--- src/hdl/ihb_pkg.sv ---
// Package with constants and register codes of the IPv4 header builder.
package ihb_pkg;

  localparam int unsigned AddrW   = 32;
  localparam int unsigned ProtoW  = 8;
  localparam int unsigned LenW    = 16;
  localparam int unsigned IdxW    = 3;
  localparam int unsigned InDataW  = 56;
  localparam int unsigned OutDataW = 72;
  localparam int unsigned CfgAddrW = 2;
  localparam int unsigned SumW     = 19;

  localparam logic [LenW-1:0]  MaxPayload = 16'd65515;
  localparam logic [LenW-1:0]  HdrBytes   = 16'd20;
  localparam logic [IdxW-1:0]  LastIdx    = 3'd4;
  localparam logic [AddrW-1:0] MaskReset  = 32'hFFFF_FF00;

  // Fixed header parts.
  localparam logic [15:0] VerIhlTos = 16'h4500;
  localparam logic [31:0] IdFlags   = 32'h0001_4000;
  localparam logic [7:0]  Ttl       = 8'h40;
  // Sum of all constant 16-bit header halves: 0x4500 + 0x0001 + 0x4000 + 0x4000.
  localparam logic [SumW-1:0] ConstSum = 19'h0C501;

  typedef enum logic [CfgAddrW-1:0] {
    CFG_LOCAL_IP    = 2'd0,
    CFG_SUBNET_MASK = 2'd1,
    CFG_GATEWAY_IP  = 2'd2
  } cfg_idx_e;

  typedef enum logic [IdxW-1:0] {
    WORD_LEN   = 3'd0,
    WORD_ID    = 3'd1,
    WORD_CSUM  = 3'd2,
    WORD_SRC   = 3'd3,
    WORD_DST   = 3'd4
  } word_idx_e;

endpackage

--- src/hdl/ipv4_header_builder_top.sv ---
// IPv4 header builder: three-stage header pipeline and a five-word output serializer.
//
// Input channel s_axis carries one request per item: destination address,
// protocol number and payload length. Output channel m_axis carries five
// items per request, the header words 0 to 4 in wire order, each tagged with
// its index and the next-hop address; tlast marks word 4.
// The configuration port writes local_ip, subnet_mask and gateway_ip by index;
// indexes above 2 are ignored. Write it only while no request is in flight.
// An accepted request passes stages A, B and C into the serializer, which shows
// word 0 first; later words come one per cycle while m_axis_tready is high.
// The output channel, which moves one word per cycle while m_axis_tready is high,
// sets the request rate. The three pipeline stages (length saturation,
// checksum sum and next-hop select, fold) keep taking requests while the
// serializer drains, so up to four requests can be held inside.
// Reset empties the pipeline and loads the register reset values
// (subnet_mask 255.255.255.0, the others zero).
// When the receiver stalls, the current word holds steady, the pipeline fills
// up behind it, and s_axis_tready drops once every stage is occupied.
module ipv4_header_builder_top
  import ihb_pkg::*;
(
  input  logic                clk_i,
  input  logic                rst_ni,
  // Configuration write port.
  input  logic                cfg_we_i,
  input  logic [CfgAddrW-1:0] cfg_addr_i,
  input  logic [AddrW-1:0]    cfg_wdata_i,
  // Request channel.
  input  logic                s_axis_tvalid,
  output logic                s_axis_tready,
  // tdata: dest_ip [31:0], proto_num [39:32], payload_length [55:40].
  input  logic [InDataW-1:0]  s_axis_tdata,
  // Header word channel.
  output logic                m_axis_tvalid,
  input  logic                m_axis_tready,
  // tdata: header_word [31:0], word_index [34:32], next_hop_ip [66:35], zero [71:67].
  output logic [OutDataW-1:0] m_axis_tdata,
  output logic                m_axis_tlast
);

  // Configuration registers.
  logic [AddrW-1:0] local_ip_q, subnet_mask_q, gateway_ip_q;

  always_ff @(posedge clk_i or negedge rst_ni) begin
    if (!rst_ni) begin
      local_ip_q    <= '0;
      subnet_mask_q <= MaskReset;
      gateway_ip_q  <= '0;
    end else if (cfg_we_i) begin
      case (cfg_addr_i)
        CFG_LOCAL_IP:    local_ip_q    <= cfg_wdata_i;
        CFG_SUBNET_MASK: subnet_mask_q <= cfg_wdata_i;
        CFG_GATEWAY_IP:  gateway_ip_q  <= cfg_wdata_i;
        default: ;
      endcase
    end
  end

  // Input field split.
  logic [AddrW-1:0]  in_dst;
  logic [ProtoW-1:0] in_proto;
  logic [LenW-1:0]   in_plen, in_plen_sat;

  assign in_dst      = s_axis_tdata[31:0];
  assign in_proto    = s_axis_tdata[39:32];
  assign in_plen     = s_axis_tdata[55:40];
  assign in_plen_sat = (in_plen > MaxPayload) ? MaxPayload : in_plen;

  // Stage handshakes, back to front.
  logic a_vld_q, b_vld_q, c_vld_q, ser_vld_q;
  logic a_rdy, b_rdy, c_rdy, ser_load, ser_last_take;
  logic [IdxW-1:0] idx_q;

  assign ser_last_take = ser_vld_q && m_axis_tready && (idx_q == LastIdx);
  assign ser_load      = c_vld_q && (!ser_vld_q || ser_last_take);
  assign c_rdy         = !c_vld_q || ser_load;
  assign b_rdy         = !b_vld_q || c_rdy;
  assign a_rdy         = !a_vld_q || b_rdy;
  assign s_axis_tready = a_rdy;

  // Stage A: saturated total length.
  logic [AddrW-1:0]  a_dst_q;
  logic [ProtoW-1:0] a_proto_q;
  logic [LenW-1:0]   a_total_q;

  always_ff @(posedge clk_i or negedge rst_ni) begin
    if (!rst_ni) begin
      a_vld_q <= 1'b0;
    end else if (a_rdy) begin
      a_vld_q <= s_axis_tvalid;
    end
  end

  always_ff @(posedge clk_i) begin
    if (a_rdy && s_axis_tvalid) begin
      a_dst_q   <= in_dst;
      a_proto_q <= in_proto;
      a_total_q <= in_plen_sat + HdrBytes;
    end
  end

  // Stage B: raw ones' complement sum and subnet test.
  logic [AddrW-1:0]  b_dst_q, b_hop_q;
  logic [ProtoW-1:0] b_proto_q;
  logic [LenW-1:0]   b_total_q;
  logic [SumW-1:0]   b_sum_q, b_sum_d;
  logic [AddrW-1:0]  b_hop_d;

  assign b_sum_d = ConstSum + SumW'(a_total_q) + SumW'(a_proto_q)
                 + SumW'(local_ip_q[31:16]) + SumW'(local_ip_q[15:0])
                 + SumW'(a_dst_q[31:16]) + SumW'(a_dst_q[15:0]);
  assign b_hop_d = ((a_dst_q & subnet_mask_q) != (local_ip_q & subnet_mask_q))
                 ? gateway_ip_q : a_dst_q;

  always_ff @(posedge clk_i or negedge rst_ni) begin
    if (!rst_ni) begin
      b_vld_q <= 1'b0;
    end else if (b_rdy) begin
      b_vld_q <= a_vld_q;
    end
  end

  always_ff @(posedge clk_i) begin
    if (b_rdy && a_vld_q) begin
      b_dst_q   <= a_dst_q;
      b_proto_q <= a_proto_q;
      b_total_q <= a_total_q;
      b_sum_q   <= b_sum_d;
      b_hop_q   <= b_hop_d;
    end
  end

  // Stage C: end-around carry fold and complement.
  logic [AddrW-1:0]  c_dst_q, c_hop_q;
  logic [ProtoW-1:0] c_proto_q;
  logic [LenW-1:0]   c_total_q, c_csum_q;
  logic [16:0]       fold1;
  logic [15:0]       fold2;

  assign fold1 = {1'b0, b_sum_q[15:0]} + 17'(b_sum_q[18:16]);
  assign fold2 = fold1[15:0] + 16'(fold1[16]);

  always_ff @(posedge clk_i or negedge rst_ni) begin
    if (!rst_ni) begin
      c_vld_q <= 1'b0;
    end else if (c_rdy) begin
      c_vld_q <= b_vld_q;
    end
  end

  always_ff @(posedge clk_i) begin
    if (c_rdy && b_vld_q) begin
      c_dst_q   <= b_dst_q;
      c_proto_q <= b_proto_q;
      c_total_q <= b_total_q;
      c_csum_q  <= ~fold2;
      c_hop_q   <= b_hop_q;
    end
  end

  // Serializer: holds one header and steps through its five words.
  logic [AddrW-1:0]  s_dst_q, s_hop_q;
  logic [ProtoW-1:0] s_proto_q;
  logic [LenW-1:0]   s_total_q, s_csum_q;
  logic [AddrW-1:0]  word;

  always_ff @(posedge clk_i or negedge rst_ni) begin
    if (!rst_ni) begin
      ser_vld_q <= 1'b0;
      idx_q     <= '0;
    end else if (ser_load) begin
      ser_vld_q <= 1'b1;
      idx_q     <= '0;
    end else if (ser_last_take) begin
      ser_vld_q <= 1'b0;
      idx_q     <= '0;
    end else if (ser_vld_q && m_axis_tready) begin
      idx_q     <= idx_q + 3'd1;
    end
  end

  always_ff @(posedge clk_i) begin
    if (ser_load) begin
      s_dst_q   <= c_dst_q;
      s_proto_q <= c_proto_q;
      s_total_q <= c_total_q;
      s_csum_q  <= c_csum_q;
      s_hop_q   <= c_hop_q;
    end
  end

  always_comb begin
    case (idx_q)
      WORD_LEN:  word = {VerIhlTos, s_total_q};
      WORD_ID:   word = IdFlags;
      WORD_CSUM: word = {Ttl, s_proto_q, s_csum_q};
      WORD_SRC:  word = local_ip_q;
      WORD_DST:  word = s_dst_q;
      default:   word = '0;
    endcase
  end

  assign m_axis_tvalid = ser_vld_q;
  assign m_axis_tdata  = {5'd0, s_hop_q, idx_q, word};
  assign m_axis_tlast  = (idx_q == LastIdx);

endmodule

--- config.mk ---
export PLATFORM = sky130hd
export DESIGN_NAME = ipv4_header_builder_top
export DESIGN_NICKNAME = d
export VERILOG_FILES = /design/src/hdl/ihb_pkg.sv /design/src/hdl/ipv4_header_builder_top.sv
export SDC_FILE = /design/constraint.sdc
export NUM_CORES = 1
export LEC_CHECK = 0
export BUFFER_PORTS_ARGS = -buffer_cell sky130_fd_sc_hd__buf_2
export CAP_MARGIN = 20
export CORE_MARGIN = 3
export CORE_UTILIZATION = 55
export DETAILED_ROUTE_END_ITERATION = 12
export GPL_TIMING_DRIVEN = 0
export PLACE_DENSITY = 0.71
export SYNTH_ARGS = -nofsm -noshare
export SYNTH_HDL_FRONTEND = slang
export SYNTH_SLANG_ARGS = --single-unit
export TNS_END_PERCENT = 1
--- constraint.sdc ---
create_clock -name clk_i -period 13.65 [get_ports clk_i]
set_clock_uncertainty 0.1 [all_clocks]
set_input_delay 2.0475 -clock clk_i [delete_from_list [all_inputs] [get_ports clk_i]]
set_output_delay 2.0475 -clock clk_i [all_outputs]
set_load 0.03 [all_outputs]
==> flow_metrics.env <==
export IMPL_status="complete, no violations"
export IMPL_hold_buffers=0
export IMPL_setup_viol=0
export IMPL_drt_iter0_drc=1222
export IMPL_start_util_pct=56.2
export IMPL_cts_tree="built"
export IMPL_max_freq_mhz=163
export IMPL_cts_setup_buffers=0
export IMPL_crit_chain="clkbuf_1, inv_1, ha_1, clkbuf_1, a222oi_1, inv_1, buf_2"
export IMPL_io_pins=170
export IMPL_synth_area_leaders="edfxtp_1 56%, dfrtp_1 9.8%, mux2_2 6.1%"
export IMPL_cp_start_kind="flip-flop"
export IMPL_grt_busiest_layer="met2"
export IMPL_synth_top_family_by_area="adder cells"
export IMPL_maxSlewViolCount=0
export IMPL_io_buffers=164
export IMPL_cts_root_buffer="clkbuf_16"
export IMPL_yosys_area_top_type="edfxtp_1"
export IMPL_ant_nets=0
export IMPL_p_int_w=0.00367
export IMPL_place_gp_congestion=0.909
export IMPL_dr_total_vias=11600
export IMPL_clk_pin_slew_ns=0.06
export IMPL_row_count=69
export IMPL_synth_edff_count=371
export IMPL_dpl_worst_slack_ns=8.23
export IMPL_cts_buffers=49
export IMPL_crit_required_ns=11.50
export IMPL_critPathMaxFanout=10
export IMPL_ys_ff_latch=474
export IMPL_hold_violations=0
export IMPL_p_sw_w=0.00217
export IMPL_hold_slack_ns=0.310
export IMPL_ir_drop_v=0.000154
export IMPL_synth_async_reset_ratio_pct=21.7
export IMPL_period_share_pct=45.0
export IMPL_setup_slack_ns=7.51
export IMPL_synth_compound_area_share_pct=5.87
export IMPL_grt_use_total_pct=25.5
export IMPL_grt_ovfl_total=0
export IMPL_syn_inst=1292
export IMPL_path_class="reg2out"
export IMPL_slew_headroom_pct=23.2
export IMPL_ys_warn_count=0
export IMPL_netlist_area_leader_share_pct=55.5
export IMPL_clockBufferDepth=3
export IMPL_min_period_ns=6.14
export IMPL_cpPeakStageDelay_ns=0.71
export IMPL_drt_total_wl_um=48500
export IMPL_h_tree_depth=2
export IMPL_synthTopCellsByCount="371 x edfxtp_1, 173 x inv_1, 108 x mux2_2, 79 x dfrtp_1, 67 x nand2_1"
export IMPL_cts_num_sinks=474
export IMPL_route_detailed_drc=0
export IMPL_num_nets_final=1708
export IMPL_antenna_found_initial=2
export IMPL_synth_seq_area_share_pct=68.5
export IMPL_setup_tns_ns=0
export IMPL_ys_types=69
export IMPL_maxCapViolations=0
export IMPL_grt_max_degree=68
export IMPL_synth_xor_area_share_pct=3.10
export IMPL_use_met2_pct=40.2
export IMPL_end_kind="output pin"
export IMPL_ys_flop_type="edfxtp_1"
export IMPL_syn_area_um2=20100
export IMPL_grt_met1_usage_pct=37.0
export IMPL_grt_pass1_wl_um=72500
export IMPL_p_clk_share_pct=23.0
export IMPL_met3_usage_pct=3.99
export IMPL_synth_area_per_cell_um2=15.5
export IMPL_worstSkewPairLatency_ns=0.59
export IMPL_dr_pass1_iters=5
export IMPL_worst_path_max_delay_cell="clkbuf_1"
export IMPL_first_global_vias=11800
export IMPL_cts_resized=0
export IMPL_p_leak_nw=9.28
export IMPL_synthMuxAreaShare_pct=6.28
export IMPL_power_density_nw_per_um2=250
export IMPL_core_um2=35700
export IMPL_arrival_ns=4.00
export IMPL_hpwlAfterDp_um=35200
export IMPL_seqPwrFrac_pct=38.0
export IMPL_die_w_um=197
export IMPL_p_sw_share_pct=37.1
export IMPL_via_per_inst=5.73
export IMPL_rsz0062_at_grt="no"
export IMPL_hold_path_class="reg2reg"
export IMPL_synth_fa_ha_area_share_pct=7.87
export IMPL_die_area_um2=38800
export IMPL_synth_simple_area_share_pct=4.32
export IMPL_drive_gt1_share_pct=26.8
export IMPL_die_h_um=197
export IMPL_combPwrFrac_pct=39.0
export IMPL_worst_pin_slew_ns=1.15
export IMPL_synth_most_common_cell="edfxtp_1"
export IMPL_routedWlPerCell_um=24.0
export IMPL_syn_to_final_growth_pct=16.5
## cells in the final DEF (no fill, tap or decap), types with 6 or more instances in the layout
master     netlist  final
clkinv_1         0      6
or2_2            6      6
a222oi_1        22     22
nor4_1           6      6
clkbuf_1        24     29
mux2_2         108    108
xor2_1          44     44
buf_2            4    167
o21ai_0         50     50
nand4_1         11     11
edfxtp_1       371    371
a22oi_1         17     17
buf_12           0      6
ha_1            35     35
and3_1           6      6
nand3_1         14     14
a21oi_1         24     24
xnor2_1         27     27
clkbuf_16        0     50
nand2_1         67     67
a21o_1          10     10
inv_1          173    173
nand2b_1         6      6
dfrtp_1         79     79
nor2_1          13     13
clkinv_2         0     14
fa_1            57     57
dfstp_2         24     24
buf_4            5      6
## routing by layer
layer	wire length, µm	part of all wire, %	vias to the layer above
met5	0	0	-
met1	20600	42	5896
li1	-	-	5128
met2	22900	47	483
met3	3560	7.3	77
met4	1480	3.0	0
## cell type report
class,instances,area (µm²)
fill,2583,12400
inverter,173,649
sequential,474,13700
clock inverter,33,329
antenna,1,2.50
multi-input combinational,612,5560
clock buffer,58,1310
tap,461,577
buffer,37,164
timing repair buffer,174,1040
## sequential cells by signal, indices dropped and copies added (netlist names), 16 cells and up
| signal | count |
|---|---|
| c_hop_q | 32 |
| c_csum_q | 16 |
| subnet_mask_q | 32 |
| s_csum_q | 16 |
| local_ip_q | 32 |
| gateway_ip_q | 32 |
| c_dst_q | 32 |
| a_total_q | 16 |
| s_hop_q | 32 |
| s_total_q | 16 |
| b_sum_q | 19 |
| s_dst_q | 32 |
| b_hop_q | 32 |
| c_total_q | 16 |
| b_dst_q | 32 |
| b_total_q | 16 |
| a_dst_q | 32 |
## stage by stage
stage	instances	power [W]	area, µm²	util [%]
after floorplan	1296	0.00381	20100	-
after global placement	1921	0.00447	21500	60.1
after detailed placement	1931	0.00451	21700	60.8
after CTS	2022	0.00587	23400	65.4
after global routing	2022	0.00618	23400	65.4
final	2023	0.00584	23400	65.4
## power groups by stage
| stage | combinational (W) | sequential (W) | clock, W |
|---|---|---|---|
| 3_3_place_gp | 0.00216 | 0.00231 | 0 |
| 2_1_floorplan | 0.00155 | 0.00226 | 0 |
| 3_5_place_dp | 0.00226 | 0.00225 | 0 |
| 6_report | 0.00228 | 0.00222 | 0.00134 |
| 5_1_grt | 0.00252 | 0.00225 | 0.00142 |
| 4_1_cts | 0.00229 | 0.00222 | 0.00136 |
## logic make-up after synthesis
| group | after synthesis |
|---|---|
| adder cells (fa/ha/maj) | 92 |
| AND/OR/NAND/NOR | 162 |
| AO/OA/AOI/OAI | 170 |
| flip-flops | 474 |
| multiplexers | 112 |
| other | 1 |
| buffers and inverters | 210 |
| XOR/XNOR | 71 |
## final timing paths
kind | startpoint | end | slack [ns] | depth (start not counted)
min in group asynchronous | rst_ni | gateway_ip_q[20]$_DFFE_PN0P_ | 1.37 | 1
max in group asynchronous | rst_ni | subnet_mask_q[25]$_DFFE_PN1P_ | 11.31 | 2
worst max register to register | a_dst_q[12]$_DFFE_PP_ | b_sum_q[16]$_DFFE_PP_ | 8.69 | 15
worst min-delay path | c_total_q[2]$_DFFE_PP_ | s_total_q[2]$_DFFE_PP_ | 0.31 | 0
worst max-delay path | idx_q[2]$_DFFE_PN0P_ | m_axis_tdata[7] | 7.51 | 7
worst min register to register | c_total_q[2]$_DFFE_PP_ | s_total_q[2]$_DFFE_PP_ | 0.31 | 0
## worst max-delay path, delay by kind of cell, from the launching register on
family / cells / cell delay [ns]
AO/OA/AOI/OAI: 1 / 0.71
adder cells (fa/ha/maj): 1 / 0.41
flip-flops: 1 / 0.41
buffers and inverters: 5 / 1.87
No activity file was read; power rests on OpenSTA's default activity.
